File: src/rtl/fctt_pkg.sv
// Shared types and codes of the frame countdown timer table.
`default_nettype none

package fctt_pkg;

   localparam int ACTION_W   = 2;
   localparam int TIMER_ID_W = 8;
   localparam int FRAMES_W   = 16;
   localparam int KIND_W     = 3;

   typedef enum logic [ACTION_W-1:0] {
      ACT_ARM    = 2'd0,
      ACT_RELOAD = 2'd1,
      ACT_CANCEL = 2'd2,
      ACT_TICK   = 2'd3
   } action_type;

   typedef enum logic [KIND_W-1:0] {
      KIND_DONE      = 3'd0,
      KIND_NOT_FOUND = 3'd1,
      KIND_FULL      = 3'd2,
      KIND_FIRED     = 3'd3,
      KIND_IDLE_TICK = 3'd4
   } kind_type;

   typedef struct packed {
      kind_type                kind;
      logic [TIMER_ID_W-1:0]   fired_id;
      logic                    last;
   } result_type;

   typedef struct packed {
      logic zero;
      logic match;
   } alu_flags_type;

endpackage

`default_nettype wire

File: src/rtl/fctt_req_if.sv
// Request channel of the timer table: action, timer id and frame count.
`default_nettype none

interface fctt_req_if;
   logic                              valid;
   logic                              ready;
   logic [fctt_pkg::ACTION_W-1:0]     action;
   logic [fctt_pkg::TIMER_ID_W-1:0]   timer_id;
   logic [fctt_pkg::FRAMES_W-1:0]     frames;

   modport source (output valid, action, timer_id, frames, input ready);
   modport sink   (input valid, action, timer_id, frames, output ready);
endinterface

`default_nettype wire

File: src/rtl/fctt_rsp_if.sv
// Response channel of the timer table: result kind, fired id and last flag.
`default_nettype none

interface fctt_rsp_if;
   logic                              valid;
   logic                              ready;
   logic [fctt_pkg::KIND_W-1:0]       kind;
   logic [fctt_pkg::TIMER_ID_W-1:0]   fired_id;
   logic                              last;

   modport source (output valid, kind, fired_id, last, input ready);
   modport sink   (input valid, kind, fired_id, last, output ready);
endinterface

`default_nettype wire

File: src/rtl/fctt_alu.sv
// Shared unit: count decrement with zero test, and timer key compare.
`default_nettype none

module fctt_alu #(
   parameter int COUNT_WIDTH = 16,
   parameter int ID_WIDTH    = 8
) (
   input  wire logic [COUNT_WIDTH-1:0]  count_val,
   input  wire logic [ID_WIDTH-1:0]     key_a,
   input  wire logic [ID_WIDTH-1:0]     key_b,
   output logic      [COUNT_WIDTH-1:0]  dec_val,
   output fctt_pkg::alu_flags_type      flags
);

   // The decrement wraps, so a count loaded as zero runs the full period.
   assign dec_val     = count_val - 1'b1;
   assign flags.zero  = (dec_val == '0);
   assign flags.match = (key_a == key_b);

endmodule

`default_nettype wire

File: src/rtl/fctt_seq.sv
// Sequencer of the timer table: entry memory, fill count and the entry walks.
`default_nettype none

module fctt_seq #(
   parameter int ENTRIES     = 8,
   parameter int COUNT_WIDTH = 16,
   parameter int ID_WIDTH    = 8
) (
   input  wire logic                              clock,
   input  wire logic                              reset,
   input  wire logic                              req_valid,
   output logic                                   req_ready,
   input  wire logic [fctt_pkg::ACTION_W-1:0]     req_action,
   input  wire logic [fctt_pkg::TIMER_ID_W-1:0]   req_timer_id,
   input  wire logic [fctt_pkg::FRAMES_W-1:0]     req_frames,
   output logic                                   res_valid,
   input  wire logic                              res_ready,
   output fctt_pkg::result_type                   res_word
);

   localparam int IDX_W    = (ENTRIES > 1) ? $clog2(ENTRIES) : 1;
   localparam int CNT_W    = $clog2(ENTRIES + 1);
   localparam int KEY_IN_W = (ID_WIDTH < fctt_pkg::TIMER_ID_W) ? ID_WIDTH
                                                               : fctt_pkg::TIMER_ID_W;
   localparam int LOAD_W   = (COUNT_WIDTH < fctt_pkg::FRAMES_W) ? COUNT_WIDTH
                                                                : fctt_pkg::FRAMES_W;
   localparam int WORD_W   = ID_WIDTH + COUNT_WIDTH;

   typedef enum logic [3:0] {
      ST_IDLE,
      ST_SRCH_RD,
      ST_SRCH_CHK,
      ST_DECIDE,
      ST_DEL_RD,
      ST_DEL_WR,
      ST_INS_RD,
      ST_INS_WR,
      ST_INS_NEW,
      ST_TICK_RD,
      ST_TICK_PROC,
      ST_TICK_END,
      ST_RESP
   } state_type;

   // Entries are kept packed in age order: position 0 is the newest timer,
   // and positions at or above the fill count hold nothing.
   logic [WORD_W-1:0] entry_mem [ENTRIES];
   logic [WORD_W-1:0] rd_word_ff;
   logic [IDX_W-1:0]  rd_addr;
   logic [IDX_W-1:0]  wr_addr;
   logic [CNT_W-1:0]  wr_pos;
   logic [WORD_W-1:0] wr_word;
   logic              mem_we;

   state_type            state_ff,    state_in;
   fctt_pkg::action_type action_ff,   action_in;
   fctt_pkg::kind_type   kind_ff,     kind_in;
   logic [ID_WIDTH-1:0]    key_ff,      key_in;
   logic [COUNT_WIDTH-1:0] load_ff,     load_in;
   logic [CNT_W-1:0]       fill_ff,     fill_in;
   logic [CNT_W-1:0]       idx_ff,      idx_in;
   logic [CNT_W-1:0]       wpos_ff,     wpos_in;
   logic                   found_ff,    found_in;
   logic                   pend_ff,     pend_in;
   logic [ID_WIDTH-1:0]    pend_key_ff, pend_key_in;

   logic [ID_WIDTH-1:0]     rd_key;
   logic [COUNT_WIDTH-1:0]  rd_count;
   logic [COUNT_WIDTH-1:0]  dec_val;
   fctt_pkg::alu_flags_type flags;
   logic [CNT_W-1:0]        idx_next;
   logic [CNT_W-1:0]        idx_prev;
   logic                    advance;

   assign rd_key   = rd_word_ff[WORD_W-1:COUNT_WIDTH];
   assign rd_count = rd_word_ff[COUNT_WIDTH-1:0];
   assign idx_next = idx_ff + 1'b1;
   assign idx_prev = idx_ff - 1'b1;
   assign wr_addr  = wr_pos[IDX_W-1:0];

   fctt_alu #(
      .COUNT_WIDTH (COUNT_WIDTH),
      .ID_WIDTH    (ID_WIDTH)
   ) u_alu (
      .count_val (rd_count),
      .key_a     (rd_key),
      .key_b     (key_ff),
      .dec_val   (dec_val),
      .flags     (flags)
   );

   always_ff @(posedge clock) begin
      if (mem_we) begin
         entry_mem[wr_addr] <= wr_word;
      end
      rd_word_ff <= entry_mem[rd_addr];
   end

   always_comb begin
      state_in    = state_ff;
      action_in   = action_ff;
      kind_in     = kind_ff;
      key_in      = key_ff;
      load_in     = load_ff;
      fill_in     = fill_ff;
      idx_in      = idx_ff;
      wpos_in     = wpos_ff;
      found_in    = found_ff;
      pend_in     = pend_ff;
      pend_key_in = pend_key_ff;
      req_ready   = 1'b0;
      res_valid   = 1'b0;
      res_word    = '{kind: fctt_pkg::KIND_DONE, fired_id: '0, last: 1'b1};
      rd_addr     = idx_ff[IDX_W-1:0];
      wr_pos      = wpos_ff;
      wr_word     = rd_word_ff;
      mem_we      = 1'b0;
      advance     = 1'b0;

      unique case (state_ff)
         ST_IDLE: begin
            req_ready = 1'b1;
            if (req_valid) begin
               action_in = fctt_pkg::action_type'(req_action);
               key_in    = ID_WIDTH'(req_timer_id[KEY_IN_W-1:0]);
               load_in   = COUNT_WIDTH'(req_frames[LOAD_W-1:0]);
               idx_in    = '0;
               wpos_in   = '0;
               found_in  = 1'b0;
               pend_in   = 1'b0;
               if (fctt_pkg::action_type'(req_action) == fctt_pkg::ACT_TICK) begin
                  state_in = (fill_ff == '0) ? ST_TICK_END : ST_TICK_RD;
               end else begin
                  state_in = (fill_ff == '0) ? ST_DECIDE : ST_SRCH_RD;
               end
            end
         end

         ST_SRCH_RD: begin
            state_in = ST_SRCH_CHK;
         end

         ST_SRCH_CHK: begin
            if (flags.match) begin
               found_in = 1'b1;
               state_in = ST_DECIDE;
            end else if (idx_next == fill_ff) begin
               state_in = ST_DECIDE;
            end else begin
               idx_in   = idx_next;
               state_in = ST_SRCH_RD;
            end
         end

         ST_DECIDE: begin
            if (found_ff) begin
               if (action_ff == fctt_pkg::ACT_CANCEL) begin
                  idx_in   = idx_next;
                  state_in = ST_DEL_RD;
               end else begin
                  mem_we   = 1'b1;
                  wr_pos   = idx_ff;
                  wr_word  = {key_ff, load_ff};
                  kind_in  = fctt_pkg::KIND_DONE;
                  state_in = ST_RESP;
               end
            end else if (action_ff == fctt_pkg::ACT_ARM) begin
               if (fill_ff == CNT_W'(ENTRIES)) begin
                  kind_in  = fctt_pkg::KIND_FULL;
                  state_in = ST_RESP;
               end else begin
                  idx_in   = fill_ff;
                  state_in = ST_INS_RD;
               end
            end else begin
               kind_in  = fctt_pkg::KIND_NOT_FOUND;
               state_in = ST_RESP;
            end
         end

         // Removal closes the gap: every older entry behind it moves
         // up one place.
         ST_DEL_RD: begin
            if (idx_ff == fill_ff) begin
               fill_in  = fill_ff - 1'b1;
               kind_in  = fctt_pkg::KIND_DONE;
               state_in = ST_RESP;
            end else begin
               state_in = ST_DEL_WR;
            end
         end

         ST_DEL_WR: begin
            mem_we   = 1'b1;
            wr_pos   = idx_prev;
            idx_in   = idx_next;
            state_in = ST_DEL_RD;
         end

         // Insertion shifts every entry down one place, from the oldest end,
         // and then writes the new timer at the head.
         ST_INS_RD: begin
            if (idx_ff == '0) begin
               state_in = ST_INS_NEW;
            end else begin
               rd_addr  = idx_prev[IDX_W-1:0];
               idx_in   = idx_prev;
               state_in = ST_INS_WR;
            end
         end

         ST_INS_WR: begin
            mem_we   = 1'b1;
            wr_pos   = idx_next;
            state_in = ST_INS_RD;
         end

         ST_INS_NEW: begin
            mem_we   = 1'b1;
            wr_pos   = '0;
            wr_word  = {key_ff, load_ff};
            fill_in  = fill_ff + 1'b1;
            kind_in  = fctt_pkg::KIND_DONE;
            state_in = ST_RESP;
         end

         ST_TICK_RD: begin
            state_in = ST_TICK_PROC;
         end

         // One fired word is held back so that the final one can carry last.
         // Survivors are written back compacted, keeping their order.
         ST_TICK_PROC: begin
            if (flags.zero && pend_ff) begin
               res_valid = 1'b1;
               res_word  = '{kind: fctt_pkg::KIND_FIRED,
                             fired_id: fctt_pkg::TIMER_ID_W'(pend_key_ff),
                             last: 1'b0};
               advance   = res_ready;
            end else begin
               advance = 1'b1;
            end
            if (advance) begin
               if (flags.zero) begin
                  pend_in     = 1'b1;
                  pend_key_in = rd_key;
               end else begin
                  mem_we  = 1'b1;
                  wr_pos  = wpos_ff;
                  wr_word = {rd_key, dec_val};
                  wpos_in = wpos_ff + 1'b1;
               end
               idx_in   = idx_next;
               state_in = (idx_next == fill_ff) ? ST_TICK_END : ST_TICK_RD;
            end
         end

         ST_TICK_END: begin
            res_valid = 1'b1;
            if (pend_ff) begin
               res_word = '{kind: fctt_pkg::KIND_FIRED,
                            fired_id: fctt_pkg::TIMER_ID_W'(pend_key_ff),
                            last: 1'b1};
            end else begin
               res_word = '{kind: fctt_pkg::KIND_IDLE_TICK, fired_id: '0, last: 1'b1};
            end
            if (res_ready) begin
               fill_in  = wpos_ff;
               state_in = ST_IDLE;
            end
         end

         ST_RESP: begin
            res_valid = 1'b1;
            res_word  = '{kind: kind_ff, fired_id: '0, last: 1'b1};
            if (res_ready) begin
               state_in = ST_IDLE;
            end
         end

         default: begin
            state_in = ST_IDLE;
         end
      endcase
   end

   always_ff @(posedge clock) begin
      if (reset) begin
         state_ff <= ST_IDLE;
         fill_ff  <= '0;
         pend_ff  <= 1'b0;
         found_ff <= 1'b0;
      end else begin
         state_ff <= state_in;
         fill_ff  <= fill_in;
         pend_ff  <= pend_in;
         found_ff <= found_in;
      end
      action_ff   <= action_in;
      kind_ff     <= kind_in;
      key_ff      <= key_in;
      load_ff     <= load_in;
      idx_ff      <= idx_in;
      wpos_ff     <= wpos_in;
      pend_key_ff <= pend_key_in;
   end

endmodule

`default_nettype wire

File: src/rtl/frame_countdown_timer_table.sv
// Top level of the frame countdown timer table, with the response register.
//
//   channel   direction   words
//   req_ch    in          action, timer_id, frames
//   rsp_ch    out         kind, fired_id, last
//
// One request is worked on at a time; req_ch.ready is low until its last
// response word has been handed to the output register.
// A search walks the entries one at a time through the single memory read
// port, in a read and a check state each; arm and cancel then shift entries.
// A tick walks every held entry in a read and a process state each.
// Reset empties the table at once through the fill count; no clearing pass.
// A stalled response holds the sequencer, the output register keeps its word.
`default_nettype none

module frame_countdown_timer_table #(
   parameter int ENTRIES     = 8,
   parameter int COUNT_WIDTH = 16,
   parameter int ID_WIDTH    = 8
) (
   input wire logic       clock,
   input wire logic       reset,
   fctt_req_if.sink       req_ch,
   fctt_rsp_if.source     rsp_ch
);

   logic                 res_valid;
   logic                 res_ready;
   fctt_pkg::result_type res_word;

   logic                 out_valid_ff, out_valid_in;
   fctt_pkg::result_type out_word_ff,  out_word_in;

   fctt_seq #(
      .ENTRIES     (ENTRIES),
      .COUNT_WIDTH (COUNT_WIDTH),
      .ID_WIDTH    (ID_WIDTH)
   ) u_seq (
      .clock        (clock),
      .reset        (reset),
      .req_valid    (req_ch.valid),
      .req_ready    (req_ch.ready),
      .req_action   (req_ch.action),
      .req_timer_id (req_ch.timer_id),
      .req_frames   (req_ch.frames),
      .res_valid    (res_valid),
      .res_ready    (res_ready),
      .res_word     (res_word)
   );

   // The register takes a new word whenever it is empty or being drained.
   assign res_ready = !out_valid_ff || rsp_ch.ready;

   always_comb begin
      out_valid_in = out_valid_ff;
      out_word_in  = out_word_ff;
      if (res_ready) begin
         out_valid_in = res_valid;
         if (res_valid) begin
            out_word_in = res_word;
         end
      end
   end

   always_ff @(posedge clock) begin
      if (reset) begin
         out_valid_ff <= 1'b0;
      end else begin
         out_valid_ff <= out_valid_in;
      end
      out_word_ff <= out_word_in;
   end

   assign rsp_ch.valid    = out_valid_ff;
   assign rsp_ch.kind     = out_word_ff.kind;
   assign rsp_ch.fired_id = out_word_ff.fired_id;
   assign rsp_ch.last     = out_word_ff.last;

`ifndef ASSERT_OFF
   a_busy_after_accept: assert property (@(posedge clock) disable iff (reset)
      req_ch.valid && req_ch.ready |=> !req_ch.ready)
      else $error("request accepted while the previous one was still in progress");

   a_id_only_when_fired: assert property (@(posedge clock) disable iff (reset)
      rsp_ch.valid && (rsp_ch.kind != fctt_pkg::KIND_FIRED) |-> rsp_ch.fired_id == '0)
      else $error("fired_id set on a word that reports no expiry");

   a_idle_tick_is_last: assert property (@(posedge clock) disable iff (reset)
      rsp_ch.valid && (rsp_ch.kind == fctt_pkg::KIND_IDLE_TICK) |-> rsp_ch.last)
      else $error("quiet tick word not flagged as last");
`endif

endmodule

`default_nettype wire

File: src/flat_wrapper.sv
// flat-port wrapper written by rule: the top's interface ports become plain ports
module frame_countdown_timer_table_flat 
#(
   parameter int ENTRIES     = 8,
   parameter int COUNT_WIDTH = 16,
   parameter int ID_WIDTH    = 8
)
  (clock, reset, req_ch_valid, req_ch_action, req_ch_timer_id, req_ch_frames, req_ch_ready, rsp_ch_valid, rsp_ch_kind, rsp_ch_fired_id, rsp_ch_last, rsp_ch_ready);
  fctt_req_if req_ch_i ();
  fctt_rsp_if rsp_ch_i ();
  input wire logic clock;
  input wire logic reset;
  input wire logic [$bits(req_ch_i.valid)-1:0] req_ch_valid;
  input wire logic [$bits(req_ch_i.action)-1:0] req_ch_action;
  input wire logic [$bits(req_ch_i.timer_id)-1:0] req_ch_timer_id;
  input wire logic [$bits(req_ch_i.frames)-1:0] req_ch_frames;
  output wire logic [$bits(req_ch_i.ready)-1:0] req_ch_ready;
  output wire logic [$bits(rsp_ch_i.valid)-1:0] rsp_ch_valid;
  output wire logic [$bits(rsp_ch_i.kind)-1:0] rsp_ch_kind;
  output wire logic [$bits(rsp_ch_i.fired_id)-1:0] rsp_ch_fired_id;
  output wire logic [$bits(rsp_ch_i.last)-1:0] rsp_ch_last;
  input wire logic [$bits(rsp_ch_i.ready)-1:0] rsp_ch_ready;
  assign req_ch_i.valid = req_ch_valid;
  assign req_ch_i.action = req_ch_action;
  assign req_ch_i.timer_id = req_ch_timer_id;
  assign req_ch_i.frames = req_ch_frames;
  assign req_ch_ready = req_ch_i.ready;
  assign rsp_ch_valid = rsp_ch_i.valid;
  assign rsp_ch_kind = rsp_ch_i.kind;
  assign rsp_ch_fired_id = rsp_ch_i.fired_id;
  assign rsp_ch_last = rsp_ch_i.last;
  assign rsp_ch_i.ready = rsp_ch_ready;
  frame_countdown_timer_table #(.ENTRIES(ENTRIES), .COUNT_WIDTH(COUNT_WIDTH), .ID_WIDTH(ID_WIDTH)) u_core (.clock(clock), .reset(reset), .req_ch(req_ch_i), .rsp_ch(rsp_ch_i));
endmodule
File: config.mk
export PLATFORM = sky130hd
export DESIGN_NAME = frame_countdown_timer_table_flat
export DESIGN_NICKNAME = d
export VERILOG_FILES = /design/src/rtl/fctt_pkg.sv /design/src/rtl/fctt_req_if.sv /design/src/rtl/fctt_rsp_if.sv /design/src/rtl/fctt_alu.sv /design/src/rtl/fctt_seq.sv /design/src/rtl/frame_countdown_timer_table.sv /design/src/flat_wrapper.sv
export SDC_FILE = /design/constraint.sdc
export NUM_CORES = 1
export LEC_CHECK = 0
export BUFFER_PORTS_ARGS = -buffer_cell sky130_fd_sc_hd__buf_2
export CAP_MARGIN = 20
export CORE_MARGIN = 1.5
export CORE_UTILIZATION = 62
export DETAILED_ROUTE_END_ITERATION = 7
export GPL_TIMING_DRIVEN = 1
export PLACE_DENSITY = 0.76
export SLEW_MARGIN = 0
export SYNTH_ARGS = -nofsm -noshare
export SYNTH_HDL_FRONTEND = slang
export SYNTH_SLANG_ARGS = --single-unit
File: constraint.sdc
create_clock -name clock -period 4.9 [get_ports clock]
set_input_delay 1.225 -clock clock [delete_from_list [all_inputs] [get_ports clock]]
set_output_delay 1.225 -clock clock [all_outputs]
set_load 0.01 [all_outputs]
==> results of run 1 <==
-- power groups by stage --
| stage | Sequential, mW | Clock, mW | Combinational, mW |
|---|---|---|---|
| 2_1_floorplan | 3.71 | 0 | 2.11 |
| 3_3_place_gp | 3.91 | 0 | 2.60 |
| 3_5_place_dp | 3.94 | 0 | 2.67 |
| 4_1_cts | 3.90 | 2.09 | 2.70 |
| 5_1_grt | 3.96 | 2.18 | 2.93 |
| 6_report | 3.91 | 2.06 | 2.69 |
-- cell families (layout without fill, tap and decap cells) --
kind of cell / Yosys count / after routing / share of synthesized area, %
flip-flops: 283 / 283 / 67.95
AND/OR/NAND/NOR: 196 / 196 / 8.473
AO/OA/AOI/OAI: 124 / 124 / 6.918
multiplexers: 77 / 77 / 11.69
buffers and inverters: 55 / 131 / 1.962
XOR/XNOR: 29 / 29 / 2.118
adder cells (fa/ha/maj): 8 / 8 / 0.8973
-- through the flow --
stage          cells  worst slack (ns)  instance area (µm²)
2_1_floorplan    772             1.191                11990
3_3_place_gp    1056             1.335                12570
3_5_place_dp    1056             1.328                12570
4_1_cts         1108             1.301                13470
5_1_grt         1108            0.9580                13470
6_report        1108             1.188                13470
-- sequential cells by signal (all words and copies together) (netlist names), 8 cells and up --
name / flops
u_core.u_seq.pend_key_ff: 8
u_core.rsp_ch.fired_id: 8
u_core.u_seq.key_ff: 8
u_core.u_seq.rd_word_ff: 24
u_core.u_seq.entry_mem: 192
u_core.u_seq.load_ff: 16
-- layer usage --
layer	wire [µm]	share of wire, %	global-route usage, %	vias to the layer above
met5	0	0	0	-
met4	640	2.5	8.681	0
met3	1817	7.2	3.668	55
met2	12710	50	43.98	322
met1	10160	40	35.74	3515
li1	-	-	-	3145
-- layout make-up --
type	instances	area, µm²	share of cell area [%]
clock buffer	35	758.2	5.629
clock inverter	17	145.1	1.078
multi-input combinational	434	3651	27.11
timing repair buffer	64	385.4	2.861
inverter	15	56.30	0.4180
sequential	283	8148	60.49
tap	260	325.3	2.415
-- worst max-delay path by stage --
stage / start / endpoint / slack [ns] / cells after the start
floorplan: u_core.u_seq.rd_word_ff[0] / u_core.u_seq.entry_mem[1][0] / 1.19 / 11
global placement: u_core.u_seq.state_ff[1] / u_core.u_seq.pend_key_ff[7] / 1.33 / 5
detailed placement: u_core.u_seq.state_ff[3] / u_core.u_seq.pend_key_ff[4] / 1.33 / 6
CTS: u_core.u_seq.state_ff[3] / u_core.u_seq.pend_key_ff[4] / 1.30 / 6
global route: u_core.u_seq.state_ff[3] / u_core.u_seq.pend_key_ff[3] / 0.96 / 6
finish: u_core.u_seq.state_ff[3] / u_core.u_seq.pend_key_ff[4] / 1.19 / 6
-- cell usage after synthesis, drive strengths merged, types with 5 or more instances --
library cell / instances / area (µm²)
o22ai: 5 / 37.53
a22oi: 7 / 52.55
o31ai: 7 / 52.55
nor2: 46 / 172.7
nand4: 5 / 37.53
buf: 12 / 72.57
inv: 14 / 52.55
nand2: 50 / 187.7
nand3: 18 / 90.09
clkbuf: 28 / 106.4
nor3b: 8 / 65.06
nand2b: 7 / 43.79
nor3: 23 / 142.6
edfxtp: 248 / 7447
dfxtp: 35 / 700.7
a21oi: 23 / 115.1
ha: 7 / 87.58
nor4: 9 / 68.81
a221o: 5 / 50.05
o211ai: 5 / 37.54
a31oi: 5 / 37.53
xnor2: 16 / 140.1
mux2: 24 / 270.3
o21ai: 35 / 175.2
nor2b: 5 / 31.28
mux4: 48 / 1081
xor2: 13 / 113.9
and3: 12 / 75.07
mux2i: 5 / 50.05
==> flow_metrics.env, run 1 <==
export IMPL_mappedNetlistArea_mm2=0.01199
export IMPL_start_util_pct=63.68
export IMPL_required_ns=5.14
export IMPL_swShare_pct=32.77
export IMPL_clock_sinks=283
export IMPL_die_width_um=142.1
export IMPL_period_minus_slack_ns=3.712
export IMPL_period_share_pct=75.76
export IMPL_fin_nets=864
export IMPL_fmax_mhz=269.4
export IMPL_path_cells="clkinv_1 -> nor2_1 -> nand2_1 -> nor3_4 -> a21boi_0 -> buf_4"
export IMPL_reg2regPathDepth=6
export IMPL_yosys_warnings=0
export IMPL_worstSetupEndpointType="flop"
export IMPL_crit_path_max_incr_delay_ns=0.77
export IMPL_route_vias_total=7037
export IMPL_grtUsageTotal_pct=26.15
export IMPL_cp_max_fo=23
export IMPL_cp_arrival_ns=3.95
export IMPL_syn2layout_area_growth_pct=12.32
export IMPL_drt_wirelength_per_cell_um=22.86
export IMPL_rr_startpoint="u_core.u_seq.state_ff[3]"
export IMPL_leakage_nw=4.573
export IMPL_htreeDepth=1
export IMPL_hold_class="flop to flop"
export IMPL_hp_start="u_core.u_seq.rd_word_ff[23]"
export IMPL_seq_power_share_pct=45.2
export IMPL_cp_slowest_cell="dfxtp_1"
export IMPL_ys_seq_area_share_pct=67.95
export IMPL_clockBufferDepth=3
export IMPL_grt_pass1_vias=7038
export IMPL_antenna_found_initial=0
export IMPL_fp_row_count=50
export IMPL_clk_pin_slew_ns=0.06
export IMPL_crit_buf_inv=2
export IMPL_cap_violations=0
export IMPL_gr_total_overflow=0
export IMPL_fin_skew_ns=0.009067
export IMPL_clock_latency_ns=0.53
export IMPL_power_switching_mw=2.836
export IMPL_cts_resized=0
export IMPL_place_congestion=0.9792
export IMPL_syn_num_nets=810
export IMPL_power_frac_comb_pct=31.0
export IMPL_hold_ws_ns=0.4980
export IMPL_antenna_cells=0
export IMPL_drt_total_wl_um=25330
export IMPL_async_reset_ff_share_pct=0
export IMPL_hold_depth=0
export IMPL_route_detailed_drc=0
export IMPL_core_mm2=0.01883
export IMPL_fp_dieH_um=142.1
export IMPL_drtAntennaViolNets=0
export IMPL_final_common_cell="edfxtp_1"
export IMPL_cp_top_family="simple AND/OR/NAND/NOR gates"
export IMPL_yosysUniqueCellTypes=66
export IMPL_grt_max_degree=49
export IMPL_postCtsSetupRepairBufs=0
export IMPL_synth_edf_count=248
export IMPL_hold_end="u_core.u_seq.pend_key_ff[7]"
export IMPL_setup_viol_count_final=0
export IMPL_fin_setup_tns_ns=0
export IMPL_syn_inst=772
export IMPL_ctsHoldBuffers=0
export IMPL_run_status="finished clean"
export IMPL_clockRootBuffer="clkbuf_16"
export IMPL_drive_gt1_share_pct=24.06
export IMPL_most_common_layout_cells="edfxtp_1 (248), nand2_1 (50), mux4_2 (48), buf_2 (43), nor2_1 (38)"
export IMPL_fin_util_pct=71.53
export IMPL_timing_rr_end="u_core.u_seq.pend_key_ff[4]"
export IMPL_vdd_drop_max_v=0.0004724
export IMPL_worstSetupPathType="flop to flop"
export IMPL_grt_pass1_wl_um=39450
export IMPL_final_fill_count=1208
export IMPL_drtPass1Iterations=5
export IMPL_rsz0062_at_grt="false"
export IMPL_port_buffers=43
export IMPL_slew_headroom_pct=35.60
export IMPL_total_power_mw=8.654
export IMPL_report_final_slew_viol_count=0
export IMPL_synthFlopType="edfxtp_1"
export IMPL_initialDrtViolationCount=682
export IMPL_cts_buffers=28
export IMPL_cts_tree="done"
export IMPL_worstMarginPinSlew_ns=0.9624
export IMPL_viasPerCell=6.351
export IMPL_ioPinCount=44
export IMPL_ys_ff_latch=283
export IMPL_hpwlAfterDp_um=15730
export IMPL_power_density_mw_per_mm2=642.5
export IMPL_cp_start_kind="flop"
export IMPL_intPower_mw=5.818
export IMPL_dieArea_mm2=0.02018
export IMPL_rrSetupSlack_ns=1.19
export IMPL_synth_area_per_cell_um2=15.53
export IMPL_power_frac_clock_pct=23.8
export IMPL_finalHoldViolCount=0
Power figures use the tool's default switching activity.
==> run 2, diff against run 1 <==
--- a/config.mk
+++ b/config.mk
@@ -5,6 +5,7 @@
 export SDC_FILE = /design/constraint.sdc
 export NUM_CORES = 1
 export LEC_CHECK = 0
+export ABC_AREA = 1
 export BUFFER_PORTS_ARGS = -buffer_cell sky130_fd_sc_hd__buf_2
 export CAP_MARGIN = 20
 export CORE_MARGIN = 1.5
==> constraint.sdc (replaced) <==
create_clock -name clock -period 3.58 [get_ports clock]
set_input_delay 0.895 -clock clock [delete_from_list [all_inputs] [get_ports clock]]
set_output_delay 0.895 -clock clock [all_outputs]
set_load 0.01 [all_outputs]
==> flow_metrics.env, run 2 <==
export IMPL_run_status="finished clean"
export IMPL_slew_headroom_pct=29.76
export IMPL_vdd_drop_max_v=0.0006012
export IMPL_clockBufferDepth=3
export IMPL_worstSetupPathType="flop to flop"
export IMPL_grt_pass1_wl_um=42790
export IMPL_drtAntennaViolNets=0
export IMPL_port_buffers=43
export IMPL_cts_buffers=29
export IMPL_clock_sinks=283
export IMPL_clk_pin_slew_ns=0.06
export IMPL_leakage_nw=5.092
export IMPL_yosys_warnings=0
export IMPL_period_minus_slack_ns=2.993
export IMPL_yosysTopAreaCellShare_pct=59.77
export IMPL_worstMarginPinSlew_ns=1.043
export IMPL_dieArea_mm2=0.02096
export IMPL_path_common_cell="nand2_1"
export IMPL_setup_viol_count_final=0
export IMPL_initialDrtViolationCount=864
export IMPL_layout_cells_non_filler=1448
export IMPL_viasPerCell=5.919
export IMPL_muxShareOfSynthArea_pct=2.169
export IMPL_synth_area_leaders="edfxtp_1 (60%), dfxtp_1 (5.6%), o21ai_0 (4.9%)"
export IMPL_hpwlAfterDp_um=17550
export IMPL_cts_resized=0
export IMPL_cp_slowest_cell="nor2_2"
export IMPL_synth_top_family_by_area="simple AND/OR/NAND/NOR gates"
export IMPL_worstSetupEndpointType="flop"
export IMPL_synth_xor_area_share_pct=1.617
export IMPL_cp_start_kind="flop"
export IMPL_syn_inst=1101
export IMPL_ff_latch_area_mm2=0.008148
export IMPL_cts_tree="done"
export IMPL_grt_max_degree=97
export IMPL_htreeDepth=1
export IMPL_finalHoldViolCount=0
export IMPL_core_mm2=0.01959
export IMPL_yosysMostFrequentCell="edfxtp_1"
export IMPL_fp_dieH_um=144.8
export IMPL_start_util_pct=63.60
export IMPL_clockRootBuffer="clkbuf_16"
export IMPL_cp_max_fo=18
export IMPL_synth_compound_area_share_pct=10.85
export IMPL_required_ns=3.83
export IMPL_synth_simple_gate_area_share_pct=14.75
export IMPL_top_regs="u_core.u_seq.entry_mem: 192 flops, u_core.u_seq.rd_word_ff: 24 flops, u_core.u_seq.load_ff: 16 flops"
export IMPL_hold_class="flop to flop"
export IMPL_fin_setup_tns_ns=0
export IMPL_clock_latency_ns=0.55
export IMPL_total_power_mw=13.36
export IMPL_fp_row_count=51
export IMPL_syn_num_nets=1139
export IMPL_ys_seq_area_share_pct=65.39
export IMPL_drt_wirelength_per_cell_um=18.99
export IMPL_route_detailed_drc=0
export IMPL_regMostFlops="u_core.u_seq.entry_mem"
export IMPL_yosysUniqueCellTypes=48
export IMPL_final_common_cell="edfxtp_1"
export IMPL_cap_violations=0
export IMPL_syn2layout_area_growth_pct=11.97
export IMPL_drt_total_wl_um=27500
export IMPL_report_final_slew_viol_count=0
export IMPL_dp_cells=1395
export IMPL_final_fill_count=1412
export IMPL_synthAdderAreaFrac_pct=0.8636
export IMPL_ctsHoldBuffers=0
export IMPL_grtUsageTotal_pct=26.98
export IMPL_postCtsSetupRepairBufs=0
export IMPL_rsz0062_at_grt="false"
export IMPL_period_share_pct=83.60
export IMPL_fmax_mhz=334.1
export IMPL_synthFlopType="edfxtp_1"
export IMPL_gr_total_overflow=0
export IMPL_antenna_found_initial=0
export IMPL_synth_edf_count=248
export IMPL_mappedNetlistArea_mm2=0.01246
export IMPL_cp_arrival_ns=3.24
export IMPL_drtPass1Iterations=5
export IMPL_synth_area_per_cell_um2=11.32
export IMPL_place_congestion=0.8933
export IMPL_fin_skew_ns=0.01097
export IMPL_ys_ff_latch=283
export IMPL_drive_gt1_share_pct=17.24
export IMPL_route_vias_total=8570
export IMPL_grt_pass1_vias=8024
export IMPL_synth_common_cells="edfxtp_1 (248), nor2_1 (145), nand2_1 (143)"
export IMPL_async_reset_ff_share_pct=0
export IMPL_crit_path_max_incr_delay_ns=0.41
export IMPL_multi_input_area_mm2=0.003797
export IMPL_power_density_mw_per_mm2=957.8
export IMPL_largest_register_ffs=192
export IMPL_path_cells="inv_2 -> ha_1 -> nand3_4 -> nor2_4 -> nand3_1 -> nand2_1 -> nand2_1 -> nand2_1 -> nor2_2 -> nand3_1 -> nand2_1 -> nand2_1 -> nand3_1 -> nor2_2 -> buf_12"
export IMPL_most_common_layout_cells="edfxtp_1 (248), nand2_1 (143), nor2_1 (136), o21ai_0 (121), inv_1 (75)"
export IMPL_yosysTopAreaCell="edfxtp_1"
export IMPL_die_width_um=144.8
export IMPL_ioPinCount=44
export IMPL_fin_nets=1199
export IMPL_antenna_cells=0
==> run 2: metrics by stage <==
step                instance area, µm²  utilization, %  hold WS [ns]  worst slack [ns]
finish                           13950           71.21        0.4761            0.5872
global route                     13950           71.21        0.4943            0.3172
CTS                              13950           71.21        0.4763            0.5899
detailed placement               13060           66.66        0.4615            0.6141
global placement                 13060           66.66        0.4586            0.6784
floorplan                        12460               -        0.4512            0.4037
==> run 2: kinds of logic after synthesis <==
| logic type | count (synthesis) |
|---|---|
| AOI/OAI and AO/OA | 234 |
| xor gates and xnor gates | 23 |
| adders and majority gates | 8 |
| buffers and inverters | 127 |
| DFF | 283 |
| muxes | 24 |
| and+or+nand+nor | 402 |
==> run 2: critical path, delay by kind of cell, from the launching register on <==
kind	cells	cell delay (ns)
flops	1	0.35
simple gates	12	1.69
fa+ha+maj	1	0.25
buf+inv	2	0.39
==> run 2: power by group <==
group / total, mW / switching [mW] / internal (mW)
sequential: 5.34 / 0.424 / 4.92
combinational: 5.20 / 3.57 / 1.63
clock: 2.82 / 1.21 / 1.62
==> run 2: area by class of cell <==
type / instances / share of cell area [%]
flip-flops and latches: 283 / 58.40
multi-input cells: 691 / 27.22
clock buffers: 42 / 5.695
repair buffers: 71 / 3.318
well taps: 265 / 2.377
inverters: 85 / 2.287
clock inverters: 11 / 0.6996
==> run 2: path summary, 6_finish.rpt <==
path                                   to  slack (ns)  depth (start not counted)                         from
max reg2reg  u_core.u_seq.entry_mem[3][1]        0.59                         15   u_core.u_seq.rd_word_ff[0]
min reg2reg   u_core.u_seq.pend_key_ff[6]        0.48                          0  u_core.u_seq.rd_word_ff[22]
max          u_core.u_seq.entry_mem[3][1]        0.59                         15   u_core.u_seq.rd_word_ff[0]
min           u_core.u_seq.pend_key_ff[6]        0.48                          0  u_core.u_seq.rd_word_ff[22]
==> run 2: per-layer routing <==
| layer | part of all wire [%] | GRT usage [%] | up-vias |
|---|---|---|---|
| met5 | 0 | 0 | - |
| met4 | 2.7 | 9.410 | 0 |
| met3 | 6.9 | 3.225 | 52 |
| met2 | 49 | 45.01 | 373 |
| met1 | 42 | 36.98 | 4091 |
| li1 | - | - | 4054 |
==> run 3, diff against run 2 <==
--- a/config.mk
+++ b/config.mk
@@ -5,14 +5,14 @@
 export SDC_FILE = /design/constraint.sdc
 export NUM_CORES = 1
 export LEC_CHECK = 0
-export ABC_AREA = 1
+export ABC_AREA = 0
 export BUFFER_PORTS_ARGS = -buffer_cell sky130_fd_sc_hd__buf_2
 export CAP_MARGIN = 20
 export CORE_MARGIN = 1.5
-export CORE_UTILIZATION = 62
+export CORE_UTILIZATION = 56
 export DETAILED_ROUTE_END_ITERATION = 7
 export GPL_TIMING_DRIVEN = 1
-export PLACE_DENSITY = 0.76
+export PLACE_DENSITY = 0.72
 export SLEW_MARGIN = 0
 export SYNTH_ARGS = -nofsm -noshare
 export SYNTH_HDL_FRONTEND = slang
==> constraint.sdc (replaced) <==
create_clock -name clock -period 2.6 [get_ports clock]
set_input_delay 0.65 -clock clock [delete_from_list [all_inputs] [get_ports clock]]
set_output_delay 0.65 -clock clock [all_outputs]
set_load 0.01 [all_outputs]
==> flow_metrics.env, run 3 (synthesis results as in run 1) <==
export IMPL_slew_headroom_pct=53.57
export IMPL_port_buffers=43
export IMPL_initialDrtViolationCount=685
export IMPL_cts_buffers=28
export IMPL_crit_path_max_incr_delay_ns=0.56
export IMPL_dieArea_mm2=0.02230
export IMPL_core_mm2=0.02102
export IMPL_route_detailed_drc=0
export IMPL_antenna_cells=0
export IMPL_fin_util_pct=71.59
export IMPL_ctsHoldBuffers=0
export IMPL_crit_buf_inv=4
export IMPL_grt_pass1_vias=7920
export IMPL_swShare_pct=34.24
export IMPL_place_area_mm2=0.01366
export IMPL_hpwlAfterDp_um=19880
export IMPL_grt_busiest_layer="met2"
export IMPL_clockRootBuffer="clkbuf_16"
export IMPL_use_met3_pct=4.557
export IMPL_most_common_layout_cells="edfxtp_1 (248), buf_4 (111), nand2_1 (49), mux4_2 (48), buf_2 (43)"
export IMPL_violations="setup timing"
export IMPL_drive_gt1_share_pct=36.61
export IMPL_htreeDepth=1
export IMPL_start_util_pct=57.04
export IMPL_final_common_cell="edfxtp_1"
export IMPL_route_vias_total=7694
export IMPL_path_cells="or4_4 -> buf_6 -> nor3b_2 -> a211o_1 -> o2111ai_2 -> o21ai_4 -> buf_6 -> a2bb2oi_4 -> buf_12 -> nor2_4 -> buf_12"
export IMPL_multi_input_area_mm2=0.004049
export IMPL_required_ns=2.90
export IMPL_worstSetupPathType="flop to flop"
export IMPL_cp_arrival_ns=2.97
export IMPL_place_congestion=0.9279
export IMPL_syn2layout_area_growth_pct=25.50
export IMPL_power_switching_mw=6.424
export IMPL_drt_total_wl_um=30910
export IMPL_worstSetupEndpointType="flop"
export IMPL_fmax_mhz=373.9
export IMPL_vdd_drop_max_v=0.0007790
export IMPL_leakage_nw=5.307
export IMPL_grt_max_degree=35
export IMPL_report_final_slew_viol_count=0
export IMPL_pre_cts_ws_ns=-0.2043
export IMPL_power_frac_clock_pct=21.7
export IMPL_clk_pin_slew_ns=0.06
export IMPL_grtUsageTotal_pct=28.10
export IMPL_clock_sinks=283
export IMPL_gr_total_overflow=0
export IMPL_hold_class="input pin to flop"
export IMPL_rsz0062_at_grt="true"
export IMPL_layout_cells_non_filler=1242
export IMPL_intPower_mw=12.34
export IMPL_ioPinCount=44
export IMPL_worstMarginPinSlew_ns=0.6955
export IMPL_largest_register_ffs=192
export IMPL_regMostFlops="u_core.u_seq.entry_mem"
export IMPL_period_minus_slack_ns=2.674
export IMPL_cp_top_family="simple AND/OR/NAND/NOR gates"
export IMPL_drt_wirelength_per_cell_um=24.89
export IMPL_run_status="finished with violations"
export IMPL_seq_power_share_pct=38.2
export IMPL_hold_ws_ns=0.2781
export IMPL_viasPerCell=6.195
export IMPL_cp_max_fo=12
export IMPL_antenna_found_initial=0
export IMPL_fin_nets=983
export IMPL_ff_latch_area_mm2=0.008152
export IMPL_fin_skew_ns=0.01409
export IMPL_period_share_pct=102.9
export IMPL_cap_violations=0
export IMPL_setup_viol_count_final=129
export IMPL_drtPass1Iterations=5
export IMPL_clockBufferDepth=3
export IMPL_die_width_um=149.3
export IMPL_dp_cells=1173
export IMPL_drtAntennaViolNets=0
export IMPL_finalHoldViolCount=0
export IMPL_setup_ws_ns=-0.07418
export IMPL_cp_slowest_cell="or4_4"
export IMPL_power_density_mw_per_mm2=1247
export IMPL_clock_latency_ns=0.54
export IMPL_power_frac_comb_pct=40.1
export IMPL_cts_tree="done"
export IMPL_fp_row_count=53
export IMPL_top_regs="u_core.u_seq.entry_mem: 192 flops, u_core.u_seq.rd_word_ff: 24 flops, u_core.u_seq.load_ff: 16 flops"
export IMPL_fp_dieH_um=149.3
export IMPL_grt_met1_usage_pct=36.09
export IMPL_grt_use_met2_pct=48.68
export IMPL_grt_pass1_wl_um=46150
export IMPL_cp_start_kind="flop"
export IMPL_design_area_mm2=0.01505
export IMPL_final_fill_count=1281
## run 3: cell count changes in the layout (fill, tap and decap cells not counted), moves of 44 or more
cell     change
mux4_2      +48
nor2_1      -99
o21ai_0     -91
nand2_1     -94
buf_4       +86
o22ai_1     -44
inv_1       -64
## run 3: layout make-up
class | instances | share of cell area (%)
Sequential cell | 283 | 54.17
Clock inverter | 11 | 0.9894
Tap cell | 275 | 2.286
Inverter | 15 | 0.3824
Clock buffer | 41 | 5.180
Timing Repair Buffer | 179 | 10.09
Multi-Input combinational cell | 438 | 26.90
## run 3: final timing paths
check / depth (start not counted) / slack (ns) / endpoint / start
setup reg to reg: 11 / -0.07 / u_core.u_seq.entry_mem[2][22] / u_core.u_seq.rd_word_ff[6]
hold / removal: 1 / 0.28 / u_core.u_seq.load_ff[9] / req_ch_frames[9]
hold reg to reg: 0 / 0.47 / u_core.u_seq.pend_key_ff[6] / u_core.u_seq.rd_word_ff[22]
setup / recovery: 11 / -0.07 / u_core.u_seq.entry_mem[2][22] / u_core.u_seq.rd_word_ff[6]
## run 3: power groups by stage
stage	logic, mW	clock network [mW]	registers [mW]
after global placement	6.66	0	7.15
after global routing	8.01	4.27	7.23
after floorplan	4.21	0	6.99
final	7.53	4.07	7.17
after detailed placement	6.85	0	7.20
after CTS	7.28	4.11	7.15
## run 3: metal layers
metal	part of all wire [%]	wire length [µm]	vias up
met5	0	0	-
met2	52	16030	349
met4	2.7	829	0
met1	39	12120	3906
met3	6.3	1932	49
li1	-	-	3390
## run 3: metrics by stage
step / setup TNS, ns / power, mW
6_report: -5.365 / 18.77
5_1_grt: -21.41 / 19.51
4_1_cts: -3.994 / 18.54
3_5_place_dp: -39.33 / 14.05
3_3_place_gp: -24.95 / 13.81
2_1_floorplan: -16.36 / 11.21
## run 3: worst reg2reg max path: cells and delay by family, from the launching register on
| family | cells | cell delay [ns] |
|---|---|---|
| buf+inv | 4 | 0.62 |
| compound gates | 4 | 0.71 |
| simple gates | 3 | 0.79 |
| flops | 1 | 0.32 |
## run 3: repair_timing
action                                  4_1_cts  5_1_grt
buffers inserted                              7        6
endpoints found under the setup margin      293      290
pin swaps                                    19       11
hold endpoints to repair                      0        0
cloned                                        4        0
gates resized for setup                      31       16
